### src/rvr_pkg.sv
`timescale 1ns / 1ps
// ----------------------------------------------------------------------------
// rvr_pkg
// Shared constants, payload types and the arctangent table for the rope
// pair rotation pipeline.
// ----------------------------------------------------------------------------
package rvr_pkg;

    localparam int CORDIC_STAGES = 16;
    localparam int STAGE_W       = (CORDIC_STAGES > 1) ? $clog2(CORDIC_STAGES) : 1;

    localparam int VEC_W   = 16;
    localparam int POS_W   = 16;
    localparam int ANGLE_W = 32;
    localparam int CW      = 34;            // cordic x / y, Q2.30 plus headroom
    localparam int ZW      = 32;            // residual angle, signed
    localparam int PW      = CW + VEC_W;    // one product
    localparam int SW      = PW + 1;        // sum of two products
    localparam int FRAC_SHIFT = 30;
    localparam int QW      = SW - FRAC_SHIFT;

    localparam logic signed [CW-1:0] INV_GAIN    = CW'(64'sd652032874);
    localparam logic [ANGLE_W-1:0]   EIGHTH_TURN = 32'h2000_0000;
    localparam logic signed [ZW-1:0] RES_OFFSET  = ZW'(64'sd536870912);
    localparam logic signed [SW-1:0] ROUND_BIAS  = SW'(64'sd536870912);
    localparam logic signed [QW-1:0] Q_MAX       = QW'(32'sd32767);
    localparam logic signed [QW-1:0] Q_MIN       = QW'(-32'sd32768);

    localparam logic [1:0] QUAD_0   = 2'd0;
    localparam logic [1:0] QUAD_90  = 2'd1;
    localparam logic [1:0] QUAD_180 = 2'd2;
    localparam logic [1:0] QUAD_270 = 2'd3;

    typedef struct packed {
        logic signed [VEC_W-1:0] vx;
        logic signed [VEC_W-1:0] vy;
        logic [1:0]              quad;
        logic signed [CW-1:0]    x;
        logic signed [CW-1:0]    y;
        logic signed [ZW-1:0]    z;
    } cordic_data_t;

    typedef struct packed {
        logic signed [PW-1:0] xc;
        logic signed [PW-1:0] ys;
        logic signed [PW-1:0] xs;
        logic signed [PW-1:0] yc;
    } product_data_t;

    typedef struct packed {
        logic signed [VEC_W-1:0] rot_x;
        logic signed [VEC_W-1:0] rot_y;
        logic                    clipped;
    } result_t;

    // atan(2^-i) as a fraction of a full turn, 2^32 units per turn
    function automatic logic [ZW-1:0] atan_turn(input int i);
        logic [ZW-1:0] v;
        begin
            unique case (i)
                0:  v = 32'd536870912;
                1:  v = 32'd316933406;
                2:  v = 32'd167458907;
                3:  v = 32'd85004756;
                4:  v = 32'd42667331;
                5:  v = 32'd21354465;
                6:  v = 32'd10679838;
                7:  v = 32'd5340245;
                8:  v = 32'd2670163;
                9:  v = 32'd1335087;
                10: v = 32'd667544;
                11: v = 32'd333772;
                12: v = 32'd166886;
                13: v = 32'd83443;
                14: v = 32'd41721;
                15: v = 32'd20861;
                16: v = 32'd10430;
                17: v = 32'd5215;
                18: v = 32'd2608;
                19: v = 32'd1304;
                20: v = 32'd652;
                21: v = 32'd326;
                22: v = 32'd163;
                23: v = 32'd81;
                24: v = 32'd41;
                25: v = 32'd20;
                26: v = 32'd10;
                27: v = 32'd5;
                28: v = 32'd3;
                29: v = 32'd1;
                default: v = '0;
            endcase
            return v;
        end
    endfunction

endpackage

### src/rvr_round_cell.sv
`timescale 1ns / 1ps
// ----------------------------------------------------------------------------
// rvr_round_cell
// Sums the products, rounds Q.41 to Q4.11 half up and saturates to 16 bits.
// Its register is the output register of the block.
// ----------------------------------------------------------------------------
module rvr_round_cell (
    input  logic                    clk,
    input  logic                    rst_n,
    input  logic                    in_valid,
    output logic                    in_ready,
    input  rvr_pkg::product_data_t  in_data,
    output logic                    out_valid,
    input  logic                    out_ready,
    output rvr_pkg::result_t        out_data
);
    import rvr_pkg::*;

    logic                 valid_reg;
    result_t              data_reg;
    result_t              data_next;
    logic signed [SW-1:0] sum_x;
    logic signed [SW-1:0] sum_y;
    logic signed [QW-1:0] q_x;
    logic signed [QW-1:0] q_y;
    logic                 clip_x;
    logic                 clip_y;

    assign in_ready = !valid_reg || out_ready;

    always_comb
    begin
        sum_x  = SW'(in_data.xc) - SW'(in_data.ys) + ROUND_BIAS;
        sum_y  = SW'(in_data.xs) + SW'(in_data.yc) + ROUND_BIAS;
        q_x    = sum_x[SW-1:FRAC_SHIFT];
        q_y    = sum_y[SW-1:FRAC_SHIFT];
        clip_x = (q_x > Q_MAX) || (q_x < Q_MIN);
        clip_y = (q_y > Q_MAX) || (q_y < Q_MIN);
        priority if (q_x > Q_MAX)
            data_next.rot_x = VEC_W'(Q_MAX);
        else if (q_x < Q_MIN)
            data_next.rot_x = VEC_W'(Q_MIN);
        else
            data_next.rot_x = VEC_W'(q_x);
        priority if (q_y > Q_MAX)
            data_next.rot_y = VEC_W'(Q_MAX);
        else if (q_y < Q_MIN)
            data_next.rot_y = VEC_W'(Q_MIN);
        else
            data_next.rot_y = VEC_W'(q_y);
        data_next.clipped = clip_x || clip_y;
    end

    always_ff @(posedge clk or negedge rst_n)
    begin
        if (!rst_n)
        begin
            valid_reg <= 1'b0;
        end
        else if (in_ready)
        begin
            valid_reg <= in_valid;
        end
    end

    always_ff @(posedge clk)
    begin
        if (in_valid && in_ready)
        begin
            data_reg <= data_next;
        end
    end

    assign out_valid = valid_reg;
    assign out_data  = data_reg;

endmodule

### config.mk
export PLATFORM = sky130hd
export DESIGN_NAME = rvr_round_cell
export DESIGN_NICKNAME = d
export VERILOG_FILES = /design/src/rvr_pkg.sv /design/src/rvr_round_cell.sv
export SDC_FILE = /design/constraint.sdc
export NUM_CORES = 1
export LEC_CHECK = 0
export ABC_AREA = 1
export BUFFER_PORTS_ARGS = -buffer_cell sky130_fd_sc_hd__buf_2
export CAP_MARGIN = 15
export CORE_ASPECT_RATIO = 1.2
export CORE_MARGIN = 3
export CORE_UTILIZATION = 25
export CTS_CLUSTER_DIAMETER = 150
export DETAILED_ROUTE_END_ITERATION = 16
export PLACE_DENSITY = 0.54
export SLEW_MARGIN = 0
export SYNTH_ARGS = -nofsm -noshare
export SYNTH_HDL_FRONTEND = slang
export SYNTH_SLANG_ARGS = --single-unit
### constraint.sdc
create_clock -name clk -period 5.3 [get_ports clk]
set_clock_uncertainty 0.1 [all_clocks]
set_input_delay 0.265 -clock clk [delete_from_list [all_inputs] [get_ports clk]]
set_output_delay 0.265 -clock clk [all_outputs]
set_load 0.05 [all_outputs]
==> qor_table.md <==
| Parameter | Value |
|:---|:---|
| Outcome | completed |
| Mapped Area | 9024 um^2 |
| Boundary Pins | 239 |
| Yosys warning count | 0 |
| Slowest-stage cell, CP | nand2_1 |
| Destination of the worst hold path | out_valid$_DFFE_PN0N_ |
| Synthesized area divided by synthesized cell count | 6.044 um^2 |
| Final Max Slew Viols | 0 |
| Number of storage elements in the synthesis netlist | 34 |
| Pin count of the biggest net entering global routing | 34 |
| Startpoint of the worst-slack reg-to-reg timing path | out_valid$_DFFE_PN0N_ |
| Aggregate global routing overflow | 0 |
| Gp weighted congestion | 0.9220 |
| Clock H-tree levels | 2 |
| CTS Sinks | 34 |
| Clk pin slew, worst setup/hold paths | 0.06 ns |
| Hold wc startpoint | in_valid |
| WL/cell | 14.02 um |
| Headroom to the max-slew limit | 57.59% |
| Largest driver fanout on the critical path | 16 |
| Number of nets produced by synthesis | 1,891 |
| Antenna violations before repair | 1 |
| Hold crit path type | in2reg |
| TritonCTS clock tree | built |
| Core region area | 35,280 um^2 |
| Final setup TNS | 0 ns |
| Largest stage delay on the critical path | 0.53 ns |
| Power density cells | 189.1 nW/um^2 |
| # setup viols final | 0 |
| Root Buffer Master | clkbuf_16 |
| Vias in the first global route | 10.11k |
| Placed wire-length estimate | 28.41 mm |
| Most frequent cell on the critical path | nand2_1 |
| DIE AREA | 38,420 um^2 |
| Initial core utilization | 25.57% |
| Crit path cell chain | buf_2 > inv_1 > ha_1 > ha_1 > a21oi_1 > o21ai_0 > a21oi_1 > a21boi_1 > nor2_1 > nor2_1 > nand2_1 > nand2_1 > nand2_1 > nand2_1 > nand4_1 |
| Number of stages on the worst hold path | 3 |
| Main synth FF type | edfxtp_1 |
| Part of the cycle the worst path needs | 63.01% |
| Number of gates resized after CTS | 0 |
| Fraction of final layout cells with drive strength greater than 1 | 16.97% |
| Count of mapped cells out of synthesis | 1,493 |
| Leakage component of the power | 6.455 nW |
| Fmax | 299.5 MHz |
| Via density per instance | 4.488 |
| Worst R2R Setup Slack | 3.85 ns |
| Number of nets in the layout | 2,135 |
| EDFF count, synth | 33 |
| Count of nets left with antenna violations after detail routing | 0 |
| Vias post-DR | 9,878 |
| DRC violation count after routing | 0 |
| Worst-skew pair later-pin latency | 0.28 ns |
| Share of the core filled with cells | 31.18% |
| First-pass GRT wire length | 49.58 mm |
| Reg-to-reg critical path endpoint | out_data[18]$_SDFFCE_PN1P_ |
| Count of buffers from port buffering | 238 |
| Detailed-router iteration count before antenna repair | 5 |
| Category of the most critical setup path | in2reg |
| Element type at the critical path end | register |
| Fillers | 4,037 |
| Fraction of the yosys area taken by sequential cells | 11.26% |
| Number of placement rows | 75 |
| Synthesis-to-layout area growth | 21.94% |
| Library cells used by synthesis | 44 |
| Reg2Reg Depth | 2 |
| 1st-iter DRT viols | 425 |
| Die extent in y | 214.1 um |
| Die extent in x | 179.4 um |
| CTS buffer count | 5 |
| Crit path time final | 3.339 ns |
| WL final | 30.87 mm |
| Async set-or-reset flop fraction in the synthesized netlist | 2.941% |
| Peak ir drop on the vdd network | 0.1211 mV |
| Data required time of the worst path | 5.20 ns |
| Worst slew pin tran | 0.6346 ns |
| Overall Global Routing Usage | 15.60% |
| Unrepaired setup endpoints after global routing | no |
| Max_cap viols | 0 |
| Critical path startpoint category | input port |
| Data arrival at the endpoint of the critical path | 3.24 ns |
| Leading cell type in the layout, fill and taps excluded | nand2_1 |
| Buffer levels on the longest clock path | 2 |
| Total count of hold-check failures in the final report | 0 |
| Commonest non-fill, non-tap cells in the layout | 516 x nand2_1, 268 x inv_1, 238 x buf_2, 194 x ha_1, 146 x nor2_1 |
## report_power, final
part / switching (mW) / total, mW / internal (mW) / leakage [nW]
Clock: 0.119 / 0.389 / 0.270 / 0.0940
Combinational: 0.882 / 1.33 / 0.448 / 6.04
Sequential: 0.0107 / 0.362 / 0.351 / 0.325
## per-layer routing
metal  share of wire [%]  GRT usage (%)  vias to the layer above
met1                  42          18.15                     4352
met5                   0              0                        -
met2                  52          30.73                      234
li1                    -              -                     5256
met4                 2.2          3.121                        0
met3                 3.7          1.442                       36
## worst max path at each step
| stage | from | to | slack, ns | cells after the start |
|---|---|---|---|---|
| after floorplan | out_valid$_DFFE_PN0N_ | out_data[0]$_DFFE_PP_ | 2.47 | 1 |
| after global placement | in_data[133] | out_data[0]$_DFFE_PP_ | 1.71 | 15 |
| after detailed placement | in_data[133] | out_data[0]$_DFFE_PP_ | 1.70 | 15 |
| after CTS | in_data[133] | out_data[0]$_DFFE_PP_ | 1.99 | 15 |
| after global routing | in_data[133] | out_data[0]$_DFFE_PP_ | 1.76 | 15 |
| final | in_data[133] | out_data[0]$_DFFE_PP_ | 1.96 | 15 |
## critical path: cells and delay by family
kind                       cells  cell delay, ns
adders and majority gates      2            0.70
buffers and inverters          2            0.12
AOI/OAI and AO/OA              4            0.99
and+or+nand+nor                7            1.16
## flip-flops by register name, indices dropped and copies added, names as in the netlist
name / flops
out_data: 33
out_valid: 1
## area by class of cell
| class | count | area, um^2 | area share (%) |
|---|---|---|---|
| multi-input cells | 1181 | 6949 | 63.16 |
| repair buffers | 240 | 1229 | 11.17 |
| inverters | 275 | 1035 | 9.404 |
| flip-flops and latches | 34 | 1016 | 9.233 |
| well taps | 462 | 578.1 | 5.254 |
| clock buffers | 5 | 125.1 | 1.137 |
| clock inverters | 3 | 68.82 | 0.6254 |
| diodes | 1 | 2.502 | 0.02274 |
## cell usage after synthesis (all sizes together) (2+ instances only)
| library cell | count | area [um^2] |
|---|---|---|
| buf | 3 | 35.03 |
| a31o | 2 | 17.52 |
| nand3 | 45 | 240.2 |
| o21ai | 34 | 192.7 |
| a21o | 6 | 45.04 |
| and2 | 2 | 12.51 |
| o21a | 2 | 15.01 |
| a21oi | 98 | 490.5 |
| nand4 | 18 | 112.6 |
| o2111ai | 2 | 17.52 |
| ha | 194 | 2427 |
| o21bai | 21 | 157.7 |
| nand2 | 526 | 2009 |
| nor3 | 17 | 105.1 |
| a21boi | 3 | 22.52 |
| edfxtp | 33 | 991.0 |
| o31ai | 3 | 22.52 |
| inv | 275 | 1035 |
| xor2 | 14 | 122.6 |
| nor4 | 5 | 37.53 |
| o211ai | 2 | 15.01 |
| and3 | 2 | 12.51 |
| a31oi | 3 | 18.77 |
| xnor2 | 16 | 140.1 |
| nand3b | 4 | 33.78 |
| nor2 | 159 | 644.4 |
## cell families after synthesis
logic type	share of synthesized area, %
AND/OR/NAND/NOR	35.55
XOR/XNOR	2.912
flip-flops	11.26
adder cells (fa/ha/maj)	26.90
buffers and inverters	11.86
AO/OA/AOI/OAI	11.52
## timing repair
action,in CTS,in global routing
endpoints found under the hold margin,1,0
buffers inserted,0,0
hold buffers,1,0
## per-stage QoR
step / hold WS [ns] / worst slack, ns / cell area [um^2] / instances / power (mW)
2_1_floorplan: -0.1306 / 2.467 / 9024 / 1493 / 1.308
3_3_place_gp: -0.05986 / 1.705 / 10770 / 2190 / 1.700
3_5_place_dp: -0.05583 / 1.698 / 10770 / 2190 / 1.700
4_1_cts: 0.1224 / 1.985 / 10970 / 2199 / 2.100
5_1_grt: 0.1379 / 1.760 / 11000 / 2201 / 2.272
6_report: 0.1244 / 1.961 / 11000 / 2201 / 2.080
(Power assumes the default switching activity.)
