`src/rvr_pkg.sv`:
```
`timescale 1ns / 1ps
// ----------------------------------------------------------------------------
// rvr_pkg
// Shared constants, payload types and the arctangent table for the rope
// pair rotation pipeline.
// ----------------------------------------------------------------------------
package rvr_pkg;

    localparam int CORDIC_STAGES = 16;
    localparam int STAGE_W       = (CORDIC_STAGES > 1) ? $clog2(CORDIC_STAGES) : 1;

    localparam int VEC_W   = 16;
    localparam int POS_W   = 16;
    localparam int ANGLE_W = 32;
    localparam int CW      = 34;            // cordic x / y, Q2.30 plus headroom
    localparam int ZW      = 32;            // residual angle, signed
    localparam int PW      = CW + VEC_W;    // one product
    localparam int SW      = PW + 1;        // sum of two products
    localparam int FRAC_SHIFT = 30;
    localparam int QW      = SW - FRAC_SHIFT;

    localparam logic signed [CW-1:0] INV_GAIN    = CW'(64'sd652032874);
    localparam logic [ANGLE_W-1:0]   EIGHTH_TURN = 32'h2000_0000;
    localparam logic signed [ZW-1:0] RES_OFFSET  = ZW'(64'sd536870912);
    localparam logic signed [SW-1:0] ROUND_BIAS  = SW'(64'sd536870912);
    localparam logic signed [QW-1:0] Q_MAX       = QW'(32'sd32767);
    localparam logic signed [QW-1:0] Q_MIN       = QW'(-32'sd32768);

    localparam logic [1:0] QUAD_0   = 2'd0;
    localparam logic [1:0] QUAD_90  = 2'd1;
    localparam logic [1:0] QUAD_180 = 2'd2;
    localparam logic [1:0] QUAD_270 = 2'd3;

    typedef struct packed {
        logic signed [VEC_W-1:0] vx;
        logic signed [VEC_W-1:0] vy;
        logic [1:0]              quad;
        logic signed [CW-1:0]    x;
        logic signed [CW-1:0]    y;
        logic signed [ZW-1:0]    z;
    } cordic_data_t;

    typedef struct packed {
        logic signed [PW-1:0] xc;
        logic signed [PW-1:0] ys;
        logic signed [PW-1:0] xs;
        logic signed [PW-1:0] yc;
    } product_data_t;

    typedef struct packed {
        logic signed [VEC_W-1:0] rot_x;
        logic signed [VEC_W-1:0] rot_y;
        logic                    clipped;
    } result_t;

    // atan(2^-i) as a fraction of a full turn, 2^32 units per turn
    function automatic logic [ZW-1:0] atan_turn(input int i);
        logic [ZW-1:0] v;
        begin
            unique case (i)
                0:  v = 32'd536870912;
                1:  v = 32'd316933406;
                2:  v = 32'd167458907;
                3:  v = 32'd85004756;
                4:  v = 32'd42667331;
                5:  v = 32'd21354465;
                6:  v = 32'd10679838;
                7:  v = 32'd5340245;
                8:  v = 32'd2670163;
                9:  v = 32'd1335087;
                10: v = 32'd667544;
                11: v = 32'd333772;
                12: v = 32'd166886;
                13: v = 32'd83443;
                14: v = 32'd41721;
                15: v = 32'd20861;
                16: v = 32'd10430;
                17: v = 32'd5215;
                18: v = 32'd2608;
                19: v = 32'd1304;
                20: v = 32'd652;
                21: v = 32'd326;
                22: v = 32'd163;
                23: v = 32'd81;
                24: v = 32'd41;
                25: v = 32'd20;
                26: v = 32'd10;
                27: v = 32'd5;
                28: v = 32'd3;
                29: v = 32'd1;
                default: v = '0;
            endcase
            return v;
        end
    endfunction

endpackage

```
`src/rvr_angle_cell.sv`:
```
`timescale 1ns / 1ps
// ----------------------------------------------------------------------------
// rvr_angle_cell
// Forms the rotation angle position * angle_step (mod one turn) and splits it
// into a quadrant and a residual that seeds the cordic chain.
// ----------------------------------------------------------------------------
module rvr_angle_cell (
    input  logic                               clk,
    input  logic                               rst_n,
    input  logic [rvr_pkg::ANGLE_W-1:0]        angle_step,
    input  logic                               in_valid,
    output logic                               in_ready,
    input  logic signed [rvr_pkg::VEC_W-1:0]   vec_x,
    input  logic signed [rvr_pkg::VEC_W-1:0]   vec_y,
    input  logic [rvr_pkg::POS_W-1:0]          position,
    output logic                               out_valid,
    input  logic                               out_ready,
    output rvr_pkg::cordic_data_t              out_data
);
    import rvr_pkg::*;

    logic                    valid_reg;
    logic signed [VEC_W-1:0] vx_reg;
    logic signed [VEC_W-1:0] vy_reg;
    logic [ANGLE_W-1:0]      angle_reg;
    logic [ANGLE_W-1:0]      angle_next;
    logic [ANGLE_W-1:0]      shifted;

    assign in_ready   = !valid_reg || out_ready;
    // product wraps modulo one turn
    assign angle_next = ANGLE_W'(position * angle_step);

    always_ff @(posedge clk or negedge rst_n)
    begin
        if (!rst_n)
        begin
            valid_reg <= 1'b0;
        end
        else if (in_ready)
        begin
            valid_reg <= in_valid;
        end
    end

    always_ff @(posedge clk)
    begin
        if (in_valid && in_ready)
        begin
            vx_reg    <= vec_x;
            vy_reg    <= vec_y;
            angle_reg <= angle_next;
        end
    end

    // quadrant applied exactly later, residual in [-1/8, 1/8) turn
    assign shifted = angle_reg + EIGHTH_TURN;

    always_comb
    begin
        out_data.vx   = vx_reg;
        out_data.vy   = vy_reg;
        out_data.quad = shifted[ANGLE_W-1:ANGLE_W-2];
        out_data.x    = INV_GAIN;
        out_data.y    = '0;
        out_data.z    = signed'({2'b00, shifted[ANGLE_W-3:0]}) - RES_OFFSET;
    end

    assign out_valid = valid_reg;

endmodule

```
`config.mk`:
```
export PLATFORM = sky130hd
export DESIGN_NAME = rvr_angle_cell
export DESIGN_NICKNAME = d
export VERILOG_FILES = /design/src/rvr_pkg.sv /design/src/rvr_angle_cell.sv
export SDC_FILE = /design/constraint.sdc
export NUM_CORES = 1
export LEC_CHECK = 0
export ABC_AREA = 0
export BUFFER_PORTS_ARGS = -buffer_cell sky130_fd_sc_hd__buf_2
export CORE_ASPECT_RATIO = 1.2
export CORE_MARGIN = 2
export CORE_UTILIZATION = 60
export DETAILED_ROUTE_END_ITERATION = 12
export PLACE_DENSITY = 0.84
export SKIP_LAST_GASP = 1
export SLEW_MARGIN = 0
export SYNTH_ARGS = -nofsm -noshare
export SYNTH_HDL_FRONTEND = slang
export SYNTH_SLANG_ARGS = --single-unit
export TNS_END_PERCENT = 100
```
`constraint.sdc`:
```
create_clock -name clk -period 3.2 [get_ports clk]
set_input_delay 0.48 -clock clk [delete_from_list [all_inputs] [get_ports clk]]
set_output_delay 0.48 -clock clk [all_outputs]
set_load 0.05 [all_outputs]
```
==> results of run 1 <==
==> cells by family (layout without fill, tap and decap cells) <==
family	Yosys count	in the layout
buffers and inverters	488	699
AND/OR/NAND/NOR	460	460
adder cells (fa/ha/maj)	370	370
AO/OA/AOI/OAI	69	69
flip-flops	65	65
XOR/XNOR	51	51
other	2	69
multiplexers	1	1
==> per-stage QoR <==
step / setup slack, ps / utilization, % / TNS, ps / area [sq um] / std cells
global placement: -3409 / 70.36 / -66090 / 16330 / 2073
global route: -3057 / 74.82 / -60750 / 17360 / 2099
detailed placement: -3365 / 70.36 / -67310 / 16330 / 2073
CTS: -2691 / 73.73 / -51950 / 17110 / 2094
floorplan: -2868 / - / -53340 / 14780 / 1572
finish: -2915 / 74.82 / -58010 / 17360 / 2099
==> cell type report <==
| type | instances | area share (%) |
|---|---|---|
| Antenna cell | 1 | 0.01441 |
| Tap cell | 315 | 2.270 |
| Clock buffer | 9 | 1.297 |
| Sequential cell | 65 | 11.21 |
| Timing Repair Buffer | 355 | 14.75 |
| Inverter | 329 | 7.113 |
| Clock inverter | 6 | 0.3459 |
| Multi-Input combinational cell | 1019 | 63.00 |
==> cell usage in the layout (no fill, tap or decap), types with 24 or more instances in the layout <==
| master | instances |
|---|---|
| fa_1 | 297 |
| conb_1 | 68 |
| buf_6 | 24 |
| nand2_1 | 247 |
| and2_1 | 136 |
| ha_1 | 50 |
| buf_4 | 182 |
| xnor2_1 | 37 |
| inv_1 | 317 |
| buf_2 | 134 |
| edfxtp_1 | 64 |
==> routing by layer <==
metal | global-route usage (%) | vias to the layer above
met3 | 6.092 | 233
met2 | 56.28 | 689
met5 | 0 | -
li1 | - | 4792
met1 | 37.54 | 5631
met4 | 19.34 | 0
==> how the worst max path moves through the flow <==
stage                     slack [ps]  cells past startpoint                      end     startpoint
after floorplan                -2870                     22  angle_reg[26]$_DFFE_PP_    position[4]
after global placement         -3410                     21  angle_reg[31]$_DFFE_PP_    position[2]
after detailed placement       -3360                     21  angle_reg[31]$_DFFE_PP_    position[2]
after CTS                      -2690                     22  angle_reg[26]$_DFFE_PP_  angle_step[7]
after global routing           -3060                     21  angle_reg[26]$_DFFE_PP_  angle_step[8]
final                          -2910                     21  angle_reg[26]$_DFFE_PP_  angle_step[8]
==> what timing repair did <==
action                                  4_1_cts  5_1_grt
resized for setup                           111       57
hold buffers                                  1        0
pin swaps                                    43       45
gates cloned                                  0        0
setup buffers                                 6        8
endpoints found under the setup margin       27       27
endpoints found under the hold margin         1        0
==> impl_results.md, run 1 <==
- Post-synthesis compound-gate area fraction: 3.476%
- Clock Pin Slew Worst Setup and Hold Paths: 60 ps
- Final GP Congestion: 0.9733
- Area grow syn2layout: 22.10%
- Max clock buf depth: 2
- Adder-cell area share of the yosys netlist: 48.61%
- Max Transition Viols Final: 0
- Count leader, synth: inv_1
- DIE AREA: 24950 sq um
- Most used DFF post-synth: edfxtp_1
- PortBufs: 151
- Synth area leaders: fa_1 (43%), edfxtp_1 (14%), inv_1 (8.7%)
- Drt first pass iters: 5
- Worst hold endpoint: vy_reg[9]$_DFFE_PP_
- Chip height: 172.6 um
- Layout cells sized above 1: 26.92%
- Hpwl dp: 30760 um
- Post-Syn Area: 14220 sq um
- Setup ws final: -2915 ps
- Violated checks: setup timing
- Total gr overflow: 0
- Starting Density: 61.28%
- Critical path peak fanout: 10
- WP data required: 3300 ps
- DRC viols: 0
- CTS Root Buffer Type: clkbuf_16
- Outcome: finished, violations left
- Clk_lat worst skew: 360 ps
- Rows: 61
- Final Cycle Share: 191.1%
- Worst EP arrival: 6210 ps
- Fmax: 163.5 MHz
- Leading area contributor after synthesis: fa_1
- Vias in the first global route: 12500
- Worst setup EP type: flip-flop
- Kind of cell adding the most delay to the critical path: adder cells
- Die width: 144.5 um
- CP Cell Sequence: buf_4, nand2_1, fa_1, fa_2, fa_1, fa_1, inv_2, fa_1, inv_2, fa_1, inv_2, ha_4, o211ai_1, nor2_1, o31ai_4, a311oi_4, a211o_4, a2111oi_4, buf_4, o2111ai_2, or4b_1
- CTS tree: built
- Initial antenna violation count: 1
- RR Endpoint: angle_reg[11]$_DFFE_PP_
- Max layer used: met4
- H-tree levels: 3
- Post-DRT Antenna Nets: 0
- Synthesis Warnings: 0
- R2R Setup Slk: 1370 ps
- RSZ-0062 raised after global routing: yes
- Mux share of post-synthesis cell area: 0.07040%
- Multi-input gate area: 10940 sq um
- Simple-gate share of the synthesized area: 15.43%
- Final hold violations: 0
- Hold Crit Class: input pin to flip-flop
- CP Launch Type: input pin
- Final setup fails: 27
- Final Skew: 13.10 ps
- CP peak stage delay: 560 ps
- Layout Nets: 2233
- Largest family of logic cells by synthesized area: adder cells
- Met2 routed WL: 19940 um
- Slew @ Worst Pin: 716.0 ps
- Hold Slack: 299.9 ps
- EDFF count, synth: 64
- Flip-flop and latch area: 1947 sq um
- Library cells used by synthesis: 49
- Yosys top cell area share: 42.80%
- Num Clock Sinks: 65
- R2R depth: 3
- Core area: 23200 sq um
- Async SR Flop Fraction: 1.538%
- Seq/Total Area, Yosys: 13.69%
- First-pass GRT wire length: 62200 um
- Fillers: 1579
- Post-synthesis xor/xnor area fraction: 3.141%
- M1 WL: 13230 um
- Synth Register Bits: 65
- TritonCTS Buffers: 9
- Vias per inst: 5.405
- Post-Route WL: 39460 um
- Max-slew headroom: 52.27%
- Flip-flop count of the largest register, all copies and words added: 32
- Max Cap Violations: 0
- Drt initial violations: 840
- Hold Path Depth: 1
- Mapped Cells: 1506
- Drt wl/cell: 18.80 um
- Wire length on met3: 3289 um
- Largest net degree at the start of global routing: 35
- Syn Area/Cell: 9.441 sq um
- Hold Path Origin: vec_y[9]
- Synth cell count leaders: inv_1 (329), fa_1 (304), nand2_1 (255)
- CP Class: input pin to flip-flop
- Final worst path period need: 6115 ps
- I/O pins: 220
- CP bufs+invs: 5
- FF-to-FF Start: out_valid$_DFFE_PN0N_
- Total track usage: 32.68%
- Routed vias: 11350
- Most common cell on crit path: fa_1
- Critical-path top delay cell: fa_1
Power of run 1 is left out: the tool's default activity adds up to more than one toggle a clock period on the data nets, which glitch-free logic cannot reach.
==> inputs of run 2 (changes only) <==
- PLACE_DENSITY: 0.84 -> 0.9
==> run 2 against run 1 <==
Effect of this change:
- the flow still finishes with violations (setup timing)
- via count up 5.4%
- worst hold slack better by 2.3 ps
- register-to-register slack about the same
- setup slack worse by 230 ps
- flip-flop and latch count unchanged
- utilization up 0.25 points
- routed wire length up 15%
- non-clock buffer count unchanged
- sequential share of layout area about the same
- maximum frequency down 3.7%
- critical endpoint unchanged
==> impl_results.md, run 2 (same netlist as run 1, synthesis figures left out) <==
- Outcome: finished, violations left
- Violated checks: setup timing
- Max Transition Viols Final: 0
- CP Class: input pin to flip-flop
- Hpwl dp: 31270 um
- Final hold violations: 0
- TritonCTS Buffers: 9
- Layout cells sized above 1: 27.58%
- Most common cell on crit path: fa_1
- Post-DRT Antenna Nets: 0
- Clk_lat worst skew: 350 ps
- Max clock buf depth: 2
- Flip-flop and latch area: 1947 sq um
- Flip-flop count of the largest register, all copies and words added: 32
- WP depth: 23
- Post-Route WL: 45400 um
- Chip height: 172.6 um
- Fin area: 17420 sq um
- Vias in the first global route: 13380
- Total track usage: 37.03%
- Layout Nets: 2233
- Critical path peak fanout: 5
- Hold Path Depth: 1
- Drt wl/cell: 21.62 um
- Vias per inst: 5.696
- CP peak stage delay: 540 ps
- Max-slew headroom: 52.07%
- Core area: 23200 sq um
- Worst setup EP type: flip-flop
- I/O pins: 220
- Num Clock Sinks: 65
- Drt initial violations: 1130
- Cell Area, Placed: 16240 sq um
- Fillers: 1409
- CTS tree: built
- Starting Density: 61.28%
- Hold Crit Class: input pin to flip-flop
- Kind of cell adding the most delay to the critical path: adder cells
- WP data required: 3290 ps
- Drt first pass iters: 6
- Largest net degree at the start of global routing: 36
- PortBufs: 151
- RSZ-0062 raised after global routing: yes
- Commonest non-fill, non-tap cell in the layout: inv_1
- Total gr overflow: 0
- CP Launch Type: input pin
- CTS Root Buffer Type: clkbuf_16
- Final GP Congestion: 0.9258
- CP Cell Sequence: buf_2, buf_4, and2_1, fa_1, ha_2, inv_1, fa_1, fa_1, inv_2, fa_1, inv_1, fa_1, inv_2, ha_4, o211ai_1, nor2_2, o31ai_4, a311oi_4, a211o_4, a2111oi_4, buf_4, o2111ai_1, or4b_4
- Rows: 61
- Most frequent cells in the layout: inv_1 (311), fa_1 (293), nand2_1 (245)
- Critical-path top delay cell: fa_1
- Hold Slack: 302.1 ps
- DRC viols: 0
- Worst EP arrival: 6440 ps
- Final Cycle Share: 198.4%
- CP bufs+invs: 7
- Routed vias: 11960
- Fmax: 157.5 MHz
- Multi-input gate area: 10940 sq um
- Final setup fails: 27
- R2R depth: 3
- Initial antenna violation count: 3
- Area grow syn2layout: 22.51%
- DIE AREA: 24950 sq um
- H-tree levels: 3
- Slew @ Worst Pin: 718.9 ps
- Final worst path period need: 6349 ps
- First-pass GRT wire length: 69230 um
- Max Cap Violations: 0
- Die width: 144.5 um
- Clock Pin Slew Worst Setup and Hold Paths: 70 ps
- Final Skew: 8.848 ps
- Setup ws final: -3149 ps
run 2: changes by cell type in the layout (fill, tap and decap cells not counted), moves of 4 or more:
cell / delta
inv_1: -6
ha_2: +4
a21oi_1: +4
fa_1: -4
fa_2: +4
ha_1: -4
a21oi_2: -4
inv_2: +6
run 2: per-stage QoR:
step           util (%)  TNS, ps  std cells  setup slack [ps]
2_1_floorplan         -   -53340       1572             -2868
3_3_place_gp      69.98   -63550       2063             -3068
3_5_place_dp      69.98   -68120       2063             -3311
4_1_cts           73.41   -53420       2087             -2755
5_1_grt           75.08   -66160       2100             -3261
6_report          75.08   -63530       2100             -3149
run 2: path summary, 6_finish.rpt:
check	startpoint	end	slack, ps
worst max-delay path	position[9]	angle_reg[26]$_DFFE_PP_	-3150
worst min-delay path	vec_y[7]	vy_reg[7]$_DFFE_PP_	300
worst max register to register	out_valid$_DFFE_PN0N_	angle_reg[21]$_DFFE_PP_	1380
worst min register to register	out_valid$_DFFE_PN0N_	out_valid$_DFFE_PN0N_	540
max in group asynchronous	rst_n	out_valid$_DFFE_PN0N_	2680
min in group asynchronous	rst_n	out_valid$_DFFE_PN0N_	430
run 2: area by class of cell:
class / count / area share [%]
Antenna cell: 1 / 0.01437
Clock buffer: 9 / 1.293
Clock inverter: 7 / 0.7183
Inverter: 329 / 7.089
Multi-Input combinational cell: 1019 / 62.79
Sequential cell: 65 / 11.18
Tap cell: 315 / 2.263
Timing Repair Buffer: 355 / 14.66
run 2: what timing repair did:
action / in CTS / in global routing
pin swaps: 39 / 52
hold buffers: 1 / 0
hold endpoints to repair: 1 / 0
setup endpoints to repair: 28 / 28
resized for setup: 106 / 77
setup buffers: 8 / 14
run 2: worst register-to-register path: cells and delay by family, from the launching register on:
family	cells	cell delay, ps
and+or+nand+nor	2	740
buffers and inverters	1	380
DFF	1	370
run 2: layer usage:
| layer | up-vias | track usage [%] | part of all wire [%] |
|---|---|---|---|
| met5 | - | 0 | 0 |
| met4 | 0 | 27.55 | 10 |
| met3 | 400 | 12.93 | 12 |
| met2 | 1028 | 60.60 | 48 |
| met1 | 5735 | 38.82 | 30 |
| li1 | 4799 | - | - |
Power of run 2 is left out for the same reason.
==> inputs of run 3 (changes only) <==
- CORE_MARGIN: 2 -> default
- CORE_UTILIZATION: 60 -> 55
- PLACE_DENSITY: 0.9 -> 0.84
==> run 3 against run 2 <==
Effect of this change:
- the run still ends with setup timing left
- utilization fell by 6.8 points
- via count shrank 6.1%
- die area up 6.2%
- clock-buffer cell count grew 1
- setup slack gained 160 ps
- critical path depth is 1 higher
- non-clock buffer count shrank 1
- first-iteration DRC count decreased by 41%
- worst hold slack better by 8.3 ps
- largest cell class unchanged
- highest routed layer unchanged
==> impl_results.md, run 3 (same netlist as run 1, synthesis figures left out) <==
- Outcome: finished, violations left
- Violated checks: setup timing
- Final GP Congestion: 0.9366
- Drt wl/cell: 18.35 um
- Chip height: 178.1 um
- Vias per inst: 5.316
- WP data required: 3280 ps
- Max clock buf depth: 2
- Critical path peak fanout: 10
- Core area: 25460 sq um
- Final Skew: 10.09 ps
- Post-DRT Antenna Nets: 0
- Most common cell on crit path: fa_1
- Drt first pass iters: 5
- H-tree levels: 3
- Slew @ Worst Pin: 613.2 ps
- Finished Layout Cells: 2114
- Largest net degree at the start of global routing: 43
- CP Class: input pin to flip-flop
- Placed cells: 2079
- Most frequent cells in the layout: inv_1 (320), fa_1 (298), nand2_1 (249)
- Vias in the first global route: 12210
- First-pass GRT wire length: 60220 um
- Drt initial violations: 662
- Multi-input gate area: 10920 sq um
- Kind of cell adding the most delay to the critical path: adder cells
- Final worst path period need: 6186 ps
- Max-slew headroom: 59.12%
- Setup ws final: -2986 ps
- Rows: 64
- CTS tree: built
- Clock Pin Slew Worst Setup and Hold Paths: 60 ps
- Max Transition Viols Final: 0
- Total track usage: 30.02%
- Fillers: 1879
- Fmax: 161.7 MHz
- Post-Route WL: 38800 um
- Total gr overflow: 0
- CTS Root Buffer Type: clkbuf_16
- Critical-path top delay cell: fa_1
- Worst EP arrival: 6270 ps
- Max Cap Violations: 0
- Area grow syn2layout: 22.32%
- Layout cells sized above 1: 26.42%
- Num Clock Sinks: 65
- Routed vias: 11240
- Hpwl dp: 30290 um
- CP Launch Type: input pin
- Initial antenna violation count: 1
- Final setup fails: 27
- Flip-flop and latch area: 1947 sq um
- Commonest non-fill, non-tap cell in the layout: inv_1
- CP Cell Sequence: buf_6, and2_4, fa_1, inv_2, fa_1, fa_1, fa_1, inv_1, fa_1, inv_2, fa_1, inv_2, ha_4, o211ai_1, nor2_2, o31ai_4, a311oi_4, a211o_4, buf_4, buf_6, buf_6, a211oi_4, or3_4, o311ai_2
- Flip-flop count of the largest register, all copies and words added: 32
- Final hold violations: 0
- DIE AREA: 26500 sq um
- PortBufs: 151
- Starting Density: 55.84%
- Die width: 148.8 um
- CP peak stage delay: 570 ps
- Final Cycle Share: 193.3%
- Hold Crit Class: input pin to flip-flop
- I/O pins: 220
- DRC viols: 0
- Layout Nets: 2232
- CP bufs+invs: 8
- Setup tns final: -59130 ps
- Clk_lat worst skew: 350 ps
- Worst setup EP type: flip-flop
- RSZ-0062 raised after global routing: yes
- TritonCTS Buffers: 9
[run 3: cell count changes in the layout (fill, tap and decap cells not counted), moves of 6 or more]
cell / before / now
and2_1: 133 / 142
inv_2: 18 / 9
and2_4: 19 / 10
buf_4: 185 / 176
buf_6: 21 / 27
inv_1: 311 / 320
ha_1: 46 / 52
[run 3: stage by stage]
step | instance area, sq um | util, % | hold slack, ps | setup slack (ps)
finish | 17390 | 68.30 | 310.4 | -2986
global route | 17390 | 68.30 | 296.5 | -3061
CTS | 17020 | 66.82 | 294.7 | -2718
detailed placement | 16310 | 64.07 | 255.9 | -3279
global placement | 16310 | 64.07 | 254.4 | -3164
floorplan | 14780 | - | 184.4 | -2868
[run 3: what timing repair did]
action / CTS / global route
pin swaps: 38 / 40
hold endpoints to repair: 1 / 0
endpoints found under the setup margin: 28 / 27
resized for setup: 89 / 75
setup buffers: 11 / 10
hold buffers: 1 / 0
[run 3: final cells by class]
type,count,area share [%]
Antenna cell,1,0.01439
Clock buffer,10,1.316
Clock inverter,6,0.2518
Inverter,329,7.100
Multi-Input combinational cell,1019,62.79
Sequential cell,65,11.19
Tap cell,330,2.374
Timing Repair Buffer,354,14.96
[run 3: final timing paths]
path | start | end | slack [ps] | cells past startpoint
min in group asynchronous | rst_n | out_valid$_DFFE_PN0N_ | 450 | 2
worst min register to register | out_valid$_DFFE_PN0N_ | out_valid$_DFFE_PN0N_ | 520 | 2
worst min-delay path | vec_x[1] | vx_reg[1]$_DFFE_PP_ | 310 | 1
worst max-delay path | angle_step[5] | angle_reg[30]$_DFFE_PP_ | -2990 | 24
worst max register to register | out_valid$_DFFE_PN0N_ | angle_reg[26]$_DFFE_PP_ | 1520 | 3
max in group asynchronous | rst_n | out_valid$_DFFE_PN0N_ | 2670 | 2
[run 3: metal layers]
layer  wire, um  part of all wire (%)  global-route usage [%]  vias up
met5          0                     0                       0        -
met4       2271                   5.9                   16.96        0
met3       3050                   7.9                   4.450      179
met2      19970                    51                   53.25      636
met1      13510                    35                   34.66     5632
li1           -                     -                       -     4790
Power of run 3 is left out for the same reason.
