## src/rvr_pkg.sv

```systemverilog
`timescale 1ns / 1ps
// ----------------------------------------------------------------------------
// rvr_pkg
// Shared constants, payload types and the arctangent table for the rope
// pair rotation pipeline.
// ----------------------------------------------------------------------------
package rvr_pkg;

    localparam int CORDIC_STAGES = 16;
    localparam int STAGE_W       = (CORDIC_STAGES > 1) ? $clog2(CORDIC_STAGES) : 1;

    localparam int VEC_W   = 16;
    localparam int POS_W   = 16;
    localparam int ANGLE_W = 32;
    localparam int CW      = 34;            // cordic x / y, Q2.30 plus headroom
    localparam int ZW      = 32;            // residual angle, signed
    localparam int PW      = CW + VEC_W;    // one product
    localparam int SW      = PW + 1;        // sum of two products
    localparam int FRAC_SHIFT = 30;
    localparam int QW      = SW - FRAC_SHIFT;

    localparam logic signed [CW-1:0] INV_GAIN    = CW'(64'sd652032874);
    localparam logic [ANGLE_W-1:0]   EIGHTH_TURN = 32'h2000_0000;
    localparam logic signed [ZW-1:0] RES_OFFSET  = ZW'(64'sd536870912);
    localparam logic signed [SW-1:0] ROUND_BIAS  = SW'(64'sd536870912);
    localparam logic signed [QW-1:0] Q_MAX       = QW'(32'sd32767);
    localparam logic signed [QW-1:0] Q_MIN       = QW'(-32'sd32768);

    localparam logic [1:0] QUAD_0   = 2'd0;
    localparam logic [1:0] QUAD_90  = 2'd1;
    localparam logic [1:0] QUAD_180 = 2'd2;
    localparam logic [1:0] QUAD_270 = 2'd3;

    typedef struct packed {
        logic signed [VEC_W-1:0] vx;
        logic signed [VEC_W-1:0] vy;
        logic [1:0]              quad;
        logic signed [CW-1:0]    x;
        logic signed [CW-1:0]    y;
        logic signed [ZW-1:0]    z;
    } cordic_data_t;

    typedef struct packed {
        logic signed [PW-1:0] xc;
        logic signed [PW-1:0] ys;
        logic signed [PW-1:0] xs;
        logic signed [PW-1:0] yc;
    } product_data_t;

    typedef struct packed {
        logic signed [VEC_W-1:0] rot_x;
        logic signed [VEC_W-1:0] rot_y;
        logic                    clipped;
    } result_t;

    // atan(2^-i) as a fraction of a full turn, 2^32 units per turn
    function automatic logic [ZW-1:0] atan_turn(input int i);
        logic [ZW-1:0] v;
        begin
            unique case (i)
                0:  v = 32'd536870912;
                1:  v = 32'd316933406;
                2:  v = 32'd167458907;
                3:  v = 32'd85004756;
                4:  v = 32'd42667331;
                5:  v = 32'd21354465;
                6:  v = 32'd10679838;
                7:  v = 32'd5340245;
                8:  v = 32'd2670163;
                9:  v = 32'd1335087;
                10: v = 32'd667544;
                11: v = 32'd333772;
                12: v = 32'd166886;
                13: v = 32'd83443;
                14: v = 32'd41721;
                15: v = 32'd20861;
                16: v = 32'd10430;
                17: v = 32'd5215;
                18: v = 32'd2608;
                19: v = 32'd1304;
                20: v = 32'd652;
                21: v = 32'd326;
                22: v = 32'd163;
                23: v = 32'd81;
                24: v = 32'd41;
                25: v = 32'd20;
                26: v = 32'd10;
                27: v = 32'd5;
                28: v = 32'd3;
                29: v = 32'd1;
                default: v = '0;
            endcase
            return v;
        end
    endfunction

endpackage

```

## src/rvr_cordic_cell.sv

```systemverilog
`timescale 1ns / 1ps
// ----------------------------------------------------------------------------
// rvr_cordic_cell
// One cordic rotation step; the stage index sets the shift and the table
// entry, and is tied to a constant by the instantiating chain.
// ----------------------------------------------------------------------------
module rvr_cordic_cell (
    input  logic                          clk,
    input  logic                          rst_n,
    input  logic [rvr_pkg::STAGE_W-1:0]   stage,
    input  logic                          in_valid,
    output logic                          in_ready,
    input  rvr_pkg::cordic_data_t         in_data,
    output logic                          out_valid,
    input  logic                          out_ready,
    output rvr_pkg::cordic_data_t         out_data
);
    import rvr_pkg::*;

    logic                 valid_reg;
    cordic_data_t         data_reg;
    cordic_data_t         data_next;
    logic signed [CW-1:0] x_in;
    logic signed [CW-1:0] y_in;
    logic signed [CW-1:0] x_sh;
    logic signed [CW-1:0] y_sh;
    logic signed [ZW-1:0] z_in;
    logic signed [ZW-1:0] atan;

    assign in_ready = !valid_reg || out_ready;

    always_comb
    begin
        x_in = in_data.x;
        y_in = in_data.y;
        z_in = in_data.z;
        x_sh = x_in >>> stage;
        y_sh = y_in >>> stage;
        atan = signed'(atan_turn(int'(stage)));
        data_next = in_data;
        if (z_in >= 0)
        begin
            data_next.x = x_in - y_sh;
            data_next.y = y_in + x_sh;
            data_next.z = z_in - atan;
        end
        else
        begin
            data_next.x = x_in + y_sh;
            data_next.y = y_in - x_sh;
            data_next.z = z_in + atan;
        end
    end

    always_ff @(posedge clk or negedge rst_n)
    begin
        if (!rst_n)
        begin
            valid_reg <= 1'b0;
        end
        else if (in_ready)
        begin
            valid_reg <= in_valid;
        end
    end

    always_ff @(posedge clk)
    begin
        if (in_valid && in_ready)
        begin
            data_reg <= data_next;
        end
    end

    assign out_valid = valid_reg;
    assign out_data  = data_reg;

endmodule

```

## config.mk

```make
export PLATFORM = sky130hd
export DESIGN_NAME = rvr_cordic_cell
export DESIGN_NICKNAME = d
export VERILOG_FILES = /design/src/rvr_pkg.sv /design/src/rvr_cordic_cell.sv
export SDC_FILE = /design/constraint.sdc
export NUM_CORES = 1
export LEC_CHECK = 0
export ABC_AREA = 1
export BUFFER_PORTS_ARGS = -buffer_cell sky130_fd_sc_hd__buf_2
export CAP_MARGIN = 40
export CELL_PAD_IN_SITES_DETAIL_PLACEMENT = 1
export CELL_PAD_IN_SITES_GLOBAL_PLACEMENT = 1
export CORE_ASPECT_RATIO = 0.7
export CORE_MARGIN = 3
export CORE_UTILIZATION = 35
export CTS_BUF_LIST = sky130_fd_sc_hd__clkbuf_8
export DETAILED_ROUTE_END_ITERATION = 10
export PLACE_DENSITY = 0.73
export REMOVE_ABC_BUFFERS = 1
export SYNTH_ARGS = -nofsm -noshare
export SYNTH_HDL_FRONTEND = slang
export SYNTH_SLANG_ARGS = --single-unit
export TNS_END_PERCENT = 50
```

## constraint.sdc

```tcl
create_clock -name clk -period 12.15 [get_ports clk]
set_input_delay 3.645 -clock clk [delete_from_list [all_inputs] [get_ports clk]]
set_output_delay 3.645 -clock clk [all_outputs]
set_load 0.005 [all_outputs]
```

==> results of run 1 <==
## area by class of cell
cell class                 instances  share of cell area, %
tap                              594                   4.12
inverter                         215                   4.51
clock buffer                      19                   1.45
antenna                            1                 0.0139
multi-input combinational       1956                   58.2
clock inverter                    13                  0.804
timing repair buffer             292                   8.49
sequential                       135                   22.4
## through the flow
stage	setup WS (ns)	instance area, um^2	instances	utilization (%)	hold slack, ns
floorplan	1.34	15400	2306	-	0.528
CTS	3.60	18000	3224	40.9	0.604
global placement	2.94	17600	3189	39.9	0.558
finish	3.52	18000	3225	40.9	0.599
global route	3.07	18000	3225	40.9	0.661
detailed placement	3.05	17600	3192	40.0	0.577
## cells by family (layout without fill, tap and decap cells)
family | Yosys count | after routing
buffers and inverters | 288 | 539
XOR/XNOR | 159 | 159
AND/OR/NAND/NOR | 1379 | 1379
other | 0 | 1
flip-flops | 135 | 135
adder cells (fa/ha/maj) | 110 | 110
AO/OA/AOI/OAI | 308 | 308
## worst paths after layout
check	from	to	slack (ns)	cells after the start
setup / recovery	stage[0]	out_data[30]	3.52	25
hold / removal	out_valid	out_valid	0.60	2
setup reg to reg	out_valid	out_data[53]	10.44	2
hold reg to reg	out_valid	out_valid	0.60	2
max in group asynchronous	rst_n	out_valid	9.17	1
min in group asynchronous	rst_n	out_valid	2.90	1
## sequential cells by signal (all words and copies together), names as in the netlist
| register | flops |
|---|---|
| out_data | 134 |
| out_valid | 1 |
## synth_stat cells, drive strengths merged
library cell,instances
o31ai,1
clkbuf,17
a221oi,4
o2111ai,3
nand3,372
a31o,2
nand4,16
a21o,19
dfrtp,1
xnor2,55
o221ai,2
a211oi,2
nor3,20
a21boi,10
nor2,220
o21ai,96
o21a,2
xor2,104
edfxtp,134
a21oi,135
or2,3
nand3b,7
nand2,731
o22ai,4
a31oi,12
and2,1
ha,107
o211ai,3
buf,56
clkinv,2
nor4,9
fa,3
o21bai,13
inv,213
## worst max-delay path: stages
cell and delay (ns):
buf_2 0.54, inv_4 0.45, ha_1 0.45, nand2_1 0.12
a21oi_1 0.13, a21oi_1 0.27, o21ai_0 0.23, inv_2 0.12
ha_1 0.15, inv_1 0.06, nor3_2 0.19, nand2_1 0.13
nor3_4 0.23, a31oi_4 0.19, xnor2_1 0.20, ha_1 0.37
nand2_1 0.14, nor4_1 0.42, nand3_1 0.12, nand3_1 0.16
nand2_1 0.07, o211ai_1 0.14, nand4_1 0.16, nand3_1 0.10
nand2_1 0.05
## per-layer routing
| layer | routed length [um] | vias up | global-route usage [%] | part of all wire [%] |
|---|---|---|---|---|
| met5 | 7 | - | 0 | 0.011 |
| met4 | 1270 | 2 | 5.94 | 2.1 |
| met3 | 3120 | 59 | 3.75 | 5.1 |
| met2 | 27000 | 447 | 40.4 | 44 |
| met1 | 29700 | 8313 | 35.9 | 49 |
| li1 | - | 8432 | - | - |
## power breakdown
group	switching, mW	internal, mW
Clock	0.210	0.195
Sequential	0.0170	0.628
Combinational	0.678	0.365
==> metrics.cfg, run 1 <==
[outcome]
status = complete, no violations

[grt]
grt_antenna_before_repair = 2
grt_pass1_vias = 17300
grt_max_degree = 79
grt-ovfl-total = 0
grt_usage_pct = 25.3
grt_pass1_wl_um = 95400

[routing]
vias = 17300
drtIter0Drc = 1236
wirelength_um = 61100
detail_route.drc_violations = 0
dr.pass1.iters = 5
ant_nets = 0
avgViaCountPerCell = 5.35
wl_per_cell_um = 18.9

[placed_design]
port_buffers = 277
place_hpwl_um = 51300
gp_congestion = 0.935

[timing]
worstMarginPinSlew_ns = 0.858
fin_skew_ns = 0.0123
clock.fmax_ghz = 0.116
fin_crit_ns = 8.63
hold_violations = 0
finalCritPeriodShare_pct = 71.1
maxSlewHeadroom_pct = 42.8
tns_ns = 0
setup_viol_count_final = 0
rsz0062_at_grt = false
finalMaxSlewViolations = 0

[synth]
muxShareOfSynthArea_pct = 0
avgSynthCellArea_um2 = 6.64
synthXorXnorAreaFrac_pct = 8.82
synth_area_leaders = edfxtp_1, nand2_1, nand3_1
synth_top_family_by_area = simple AND/OR/NAND/NOR gates
synth_compound_gate_area_share_pct = 11.3
synthAdderAreaFrac_pct = 8.86
yosysWarnings = 0
synthesis.area_um2 = 15800
ys_ff_latch = 135
synth_cell_types = 53
yosys.area_share.simple_pct = 37.5
syn_inst = 2379
yosysSeqAreaShare_pct = 25.6
yosysTopAreaCell = edfxtp_1
synth_top_area_share_pct = 25.5

[finish]
multi_input_area_um2 = 10500
final_common_cell = nand2_1
num-fill-cells = 5833
regArea_um2 = 4050
final_cell_mix = nand2_1, nand3_1, buf_2, nor2_1, inv_1
syn2layout_area_growth_pct = 14.3
drive_gt1_share_pct = 15.0
final_nets = 2869

[worst_setup_path]
startpoint_type = input pin
crit_path_end_kind = flip-flop
cp.arrival_ns = 8.89
cp_max_fo = 71
worstPathRequired_ns = 12.41
crit_type = in2reg

[clock_network]
h-tree-depth = 4
cts_made_buffers = 17
cts-root-buf = clkbuf_8
clk_pin_slew_ns = 0.08
clockBufferDepth = 2
clkSinkCount = 135
cts.repair.resized = 0
cts_tree = built
cts_hold_buffers = 0
post_cts_buffers = 0
clkLatencyLatePin_ns = 0.51

[floorplanning]
initial_core_util_pct = 35.8
die_h_um = 184
die_w_um = 260
die-area_um2 = 47700
coreArea_um2 = 44100
rows = 64
boundaryPins = 278

[power]
vdd_drop_max_mv = 0.0660
p_per_area_nw_per_um2 = 116
power.total_mw = 2.09
power_leakage_nw = 8.77

[job]
drv_cap = 0

[min_path]
hold_path_class = reg2reg

(Power assumes the default switching activity.)
==> inputs of run 2 (changes only) <==
--- a/config.mk
+++ b/config.mk
@@ -15,7 +15,7 @@
 export CORE_UTILIZATION = 35
 export CTS_BUF_LIST = sky130_fd_sc_hd__clkbuf_8
 export DETAILED_ROUTE_END_ITERATION = 10
-export PLACE_DENSITY = 0.73
+export PLACE_DENSITY = 0.76
 export REMOVE_ABC_BUFFERS = 1
 export SYNTH_ARGS = -nofsm -noshare
 export SYNTH_HDL_FRONTEND = slang
==> constraint.sdc (replaced) <==
create_clock -name clk -period 6.93 [get_ports clk]
set_input_delay 2.079 -clock clk [delete_from_list [all_inputs] [get_ports clk]]
set_output_delay 2.079 -clock clk [all_outputs]
set_load 0.005 [all_outputs]
==> metrics.cfg, run 2 (synthesis gave the netlist of run 1 again) <==
[grt]
grt_usage_pct = 25.8  ; +0.58 points
grt_pass1_wl_um = 96400  ; +1.0%
grt_antenna_before_repair = 1  ; -1
grt_pass1_vias = 17300  ; -0.19%
grt_max_degree = 62  ; -22%
grt-ovfl-total = 0  ; unchanged

[worst_setup_path]
worstPathRequired_ns = 7.21  ; -5.20 ns
cp.arrival_ns = 6.89  ; -2.00 ns
startpoint_type = input pin
crit_path_end_kind = flip-flop
cpMostUsedCell = nand2_1
max_stage_delay_ns = 0.47  ; -0.07 ns
r2r_slack_ns = 4.91  ; -5.53 ns
cp_max_fo = 44  ; -38%
slowest_stage = buf_4
crit_type = in2reg
rr_startpoint = out_valid
reg2reg_to = out_data[58]
r2r_cells = 3  ; +1

[clock_network]
clk_pin_slew_ns = 0.09  ; about the same
clockBufferDepth = 2  ; unchanged
cts_made_buffers = 17  ; unchanged
h-tree-depth = 4  ; unchanged
post_cts_buffers = 0  ; unchanged
cts_hold_buffers = 0  ; unchanged
clkSinkCount = 135  ; unchanged
cts_tree = built
cts.repair.resized = 0  ; unchanged
cts-root-buf = clkbuf_8
clkLatencyLatePin_ns = 0.52  ; about the same

[finish]
post-route-util_pct = 41.4  ; +0.47 points
stdcell_count = 3256  ; +0.96%
syn2layout_area_growth_pct = 15.6
final_cell_mix = nand2_1, nand3_1, buf_2, nor2_1, inv_1
final_common_cell = nand2_1
final_nets = 2900  ; +1.1%
drive_gt1_share_pct = 16.0  ; +0.95 points
num-fill-cells = 5890  ; +0.98%
largest_register_ffs = 134  ; unchanged

[floorplanning]
coreArea_um2 = 44100  ; unchanged
die_h_um = 184  ; unchanged
initial_core_util_pct = 35.8  ; unchanged
die-area_um2 = 47700  ; unchanged
die_w_um = 260  ; unchanged
rows = 64  ; unchanged
boundaryPins = 278  ; unchanged

[placed_design]
place_hpwl_um = 52800  ; +2.9%
dp.cells = 3223  ; +0.97%
port_buffers = 277  ; unchanged
gp_congestion = 0.902  ; -3.5%

[power]
p_per_area_nw_per_um2 = 202  ; +74%
power.total_mw = 3.68  ; +76%
power_leakage_nw = 8.91  ; +1.6%
vdd_drop_max_mv = 0.123  ; +87%

[routing]
ant_nets = 0  ; unchanged
wl_per_cell_um = 19.2  ; +1.5%
dr.pass1.iters = 7  ; +2
detail_route.drc_violations = 0  ; unchanged
vias = 17300  ; +0.39%
avgViaCountPerCell = 5.32  ; -0.56%
drtIter0Drc = 1268  ; +2.6%
wirelength_um = 62600  ; +2.5%

[timing]
maxSlewHeadroom_pct = 43.8  ; +1.0 points
fin_skew_ns = 0.0135  ; +0.00121 ns
fin_crit_ns = 6.61
hold_violations = 0  ; unchanged
finalMaxSlewViolations = 0  ; unchanged
worstMarginPinSlew_ns = 0.843  ; -0.0153 ns
setup_viol_count_final = 0  ; unchanged
clock.fmax_ghz = 0.151
rsz0062_at_grt = false
finalCritPeriodShare_pct = 95.4

[job]
drv_cap = 0  ; unchanged

[min_path]
hold_start = out_valid
whs_endpoint = out_valid
hold_path_class = reg2reg
hold_depth = 2  ; unchanged

[outcome]
status = complete, no violations

==> run 2: changes by cell type in the layout (fill, tap and decap cells not counted) <==
| cell | delta |
|---|---|
| buf_4 | +30 |
| buf_12 | +2 |
| inv_6 | +1 |
| buf_16 | -1 |
| clkinv_4 | -1 |
| inv_1 | +1 |
| clkinvlp_4 | +1 |
| bufinv_16 | -1 |
| clkbuf_8 | -1 |
==> run 2: metrics by stage <==
| stage | setup WS, ns | hold slack (ns) | cell area (um^2) | setup TNS, ns |
|---|---|---|---|---|
| after global placement | 0.0417 | 0.559 | 17900 | 0 |
| after global routing | 0.0445 | 0.637 | 18300 | 0 |
| final | 0.322 | 0.608 | 18300 | 0 |
| after floorplan | -2.31 | 0.528 | 15400 | -309.77 |
| after detailed placement | -0.0173 | 0.584 | 17900 | -0.0173 |
| after CTS | 0.545 | 0.605 | 18300 | 0 |
==> run 2: worst max-delay path by stage <==
stage | from | to | slack (ns) | cells past startpoint
after floorplan | in_valid | out_data[0] | -2.31 | 2
after global placement | stage[0] | out_data[65] | 0.04 | 29
after detailed placement | stage[0] | out_data[99] | -0.02 | 30
after CTS | stage[0] | out_data[99] | 0.54 | 30
after global routing | stage[0] | out_data[87] | 0.04 | 23
final | stage[0] | out_data[99] | 0.32 | 30
==> run 2: report_power, final <==
| group | leakage [nW] | internal, mW | switching (mW) |
|---|---|---|---|
| registers | 1.29 | 1.10 | 0.0310 |
| logic | 7.44 | 0.660 | 1.21 |
| clock network | 0.189 | 0.295 | 0.389 |
| total | 8.91 | 2.06 | 1.63 |
==> run 2: critical path: cells and delay by family <==
family | cells | cell delay [ns]
AO/OA/AOI/OAI | 4 | 1.31
adder cells (fa/ha/maj) | 2 | 0.56
buffers and inverters | 6 | 1.06
AND/OR/NAND/NOR | 18 | 1.84
==> run 2: layout make-up <==
type                            count  area (um^2)  area share (%)
Antenna cell                        1         2.50          0.0137
Clock buffer                       18          248            1.36
Inverter                          215          813            4.46
Sequential cell                   135         4050            22.2
Clock inverter                     14          126           0.692
Timing Repair Buffer              323         1770            9.69
Multi-Input combinational cell   1956        10500            57.5
Tap cell                          594          743            4.07
==> run 2: routing by layer <==
metal  part of all wire [%]  wire length (um)  global-route usage, %  vias up
met4                    1.8              1120                   5.91        0
met5                      0                 0                      0        -
li1                       -                 -                      -     8504
met3                    5.9              3720                   4.25       61
met1                     49             30400                   37.5     8281
met2                     44             27400                   40.2      475
==> inputs of run 3 (changes only) <==
--- a/config.mk
+++ b/config.mk
@@ -15,8 +15,9 @@
 export CORE_UTILIZATION = 35
 export CTS_BUF_LIST = sky130_fd_sc_hd__clkbuf_8
 export DETAILED_ROUTE_END_ITERATION = 10
-export PLACE_DENSITY = 0.76
+export PLACE_DENSITY = 0.73
 export REMOVE_ABC_BUFFERS = 1
+export SLEW_MARGIN = 20
 export SYNTH_ARGS = -nofsm -noshare
 export SYNTH_HDL_FRONTEND = slang
 export SYNTH_SLANG_ARGS = --single-unit
==> constraint.sdc (replaced) <==
create_clock -name clk -period 7.1 [get_ports clk]
set_input_delay 2.13 -clock clk [delete_from_list [all_inputs] [get_ports clk]]
set_output_delay 2.13 -clock clk [all_outputs]
set_load 0.005 [all_outputs]
==> metrics.cfg, run 3 (synthesis gave the netlist of run 1 again) <==
[routing]
wl_per_cell_um = 19.2  ; -0.32%
detail_route.drc_violations = 0  ; unchanged
avgViaCountPerCell = 5.32  ; about the same
drtIter0Drc = 1103  ; -13%
ant_nets = 0  ; unchanged
vias = 17200  ; -0.50%
wirelength_um = 62100  ; -0.78%
dr.pass1.iters = 5  ; -2

[finish]
syn2layout_area_growth_pct = 15.1
final_nets = 2884  ; -0.55%
drive_gt1_share_pct = 15.5  ; -0.47 points
final_common_cell = nand2_1
final_cell_mix = nand2_1, nand3_1, buf_2, nor2_1, inv_1
post-route-util_pct = 41.2  ; -0.18 points
largest_register_ffs = 134  ; unchanged
design_area_um2 = 18200  ; -0.44%

[worst_setup_path]
crit_path_end_kind = flip-flop
slowest_stage = nor4_1
startpoint_type = input pin
crit_type = in2reg
max_stage_delay_ns = 0.62  ; +0.15 ns
cp_max_fo = 32  ; -27%
cpMostUsedCell = nand2_1
cp.arrival_ns = 6.89  ; about the same
worstPathRequired_ns = 7.38  ; +0.17 ns

[timing]
fin_skew_ns = 0.0129  ; -0.000609 ns
maxSlewHeadroom_pct = 46.8  ; +3.0 points
finalMaxSlewViolations = 0  ; unchanged
tns_ns = 0  ; unchanged
worstMarginPinSlew_ns = 0.795  ; -0.0476 ns
rsz0062_at_grt = false
clock.fmax_ghz = 0.151
setup_viol_count_final = 0  ; unchanged
finalCritPeriodShare_pct = 93.1
fin_crit_ns = 6.61
fin_hold_ws_ns = 0.588  ; -0.0192 ns
hold_violations = 0  ; unchanged
setup_ws_ns = 0.488  ; +0.166 ns

[power]
p_per_area_nw_per_um2 = 195  ; -3.2%
power_leakage_nw = 8.85  ; -0.75%
vdd_drop_max_mv = 0.119  ; -3.9%

[floorplanning]
die-area_um2 = 47700  ; unchanged
die_h_um = 184  ; unchanged
initial_core_util_pct = 35.8  ; unchanged
rows = 64  ; unchanged
boundaryPins = 278  ; unchanged
coreArea_um2 = 44100  ; unchanged
die_w_um = 260  ; unchanged

[clock_network]
cts.repair.resized = 0  ; unchanged
clkSinkCount = 135  ; unchanged
cts_made_buffers = 17  ; unchanged
cts-root-buf = clkbuf_8
post_cts_buffers = 0  ; unchanged
clockBufferDepth = 2  ; unchanged
h-tree-depth = 4  ; unchanged
clkLatencyLatePin_ns = 0.53  ; about the same
cts_tree = built
cts_hold_buffers = 0  ; unchanged
clk_pin_slew_ns = 0.09  ; about the same

[grt]
grt_pass1_vias = 17000  ; -1.5%
grt_usage_pct = 25.6  ; -0.22 points
grt_max_degree = 135  ; +120%
grt_antenna_before_repair = 2  ; +1
grt_pass1_wl_um = 95800  ; -0.59%
grt-ovfl-total = 0  ; unchanged

[placed_design]
port_buffers = 277  ; unchanged
dpl_cell_area_um2 = 17800  ; -0.39%
place_hpwl_um = 51900  ; -1.7%
post-place-ws_ns = 0.142  ; +0.159 ns
gp_congestion = 0.918  ; +1.7%

[min_path]
hold_path_class = reg2reg

[job]
drv_cap = 0  ; unchanged

[outcome]
status = complete, no violations

run 3: cell types whose count changed in the layout (fill, tap and decap cells not counted):
| cell | delta |
|---|---|
| inv_1 | -1 |
| bufinv_16 | -1 |
| inv_6 | +2 |
| diode_2 | +1 |
| buf_12 | +4 |
| clkinvlp_4 | -1 |
| buf_4 | -20 |
| inv_8 | +1 |
run 3: worst paths after layout:
| path | startpoint | endpoint | slack, ns | cells after the start |
|---|---|---|---|---|
| max | stage[1] | out_data[65] | 0.49 | 27 |
| min | out_valid | out_valid | 0.59 | 2 |
| max reg2reg | out_valid | out_data[58] | 5.43 | 2 |
| min reg2reg | out_valid | out_valid | 0.59 | 2 |
| max in group asynchronous | rst_n | out_valid | 5.66 | 1 |
| min in group asynchronous | rst_n | out_valid | 1.35 | 1 |
run 3: area by class of cell:
cell class	instances	area, um^2
clock inverter	14	114
multi-input combinational	1956	10500
antenna	2	5.00
tap	594	743
clock buffer	18	248
sequential	135	4050
inverter	215	813
timing repair buffer	307	1700
fill	5868	25900
run 3: per-stage QoR:
stage / instances / total power [mW]
after floorplan: 2306 / 2.28
after global placement: 3207 / 2.88
after detailed placement: 3207 / 2.92
after CTS: 3239 / 3.57
after global routing: 3240 / 3.83
final: 3241 / 3.55
run 3: critical path: cells and delay by family:
kind,cells,cell delay [ns]
compound gates,2,0.19
fa+ha+maj,2,0.62
buf+inv,6,1.04
simple gates,17,2.86
run 3: routing by layer:
metal / GRT usage, % / up-vias / wire length [um] / part of all wire (%)
li1: - / 8486 / - / -
met1: 36.9 / 8280 / 30700 / 49
met2: 40.1 / 417 / 27200 / 44
met3: 4.30 / 49 / 3190 / 5.1
met4: 5.82 / 2 / 1110 / 1.8
met5: 0 / - / 8 / 0.013
run 3: power by group:
group	total [mW]	switching (mW)	internal (mW)
clock	0.637	0.379	0.258
combinational	1.81	1.17	0.639
sequential	1.10	0.0283	1.07
total	3.55	1.58	1.97
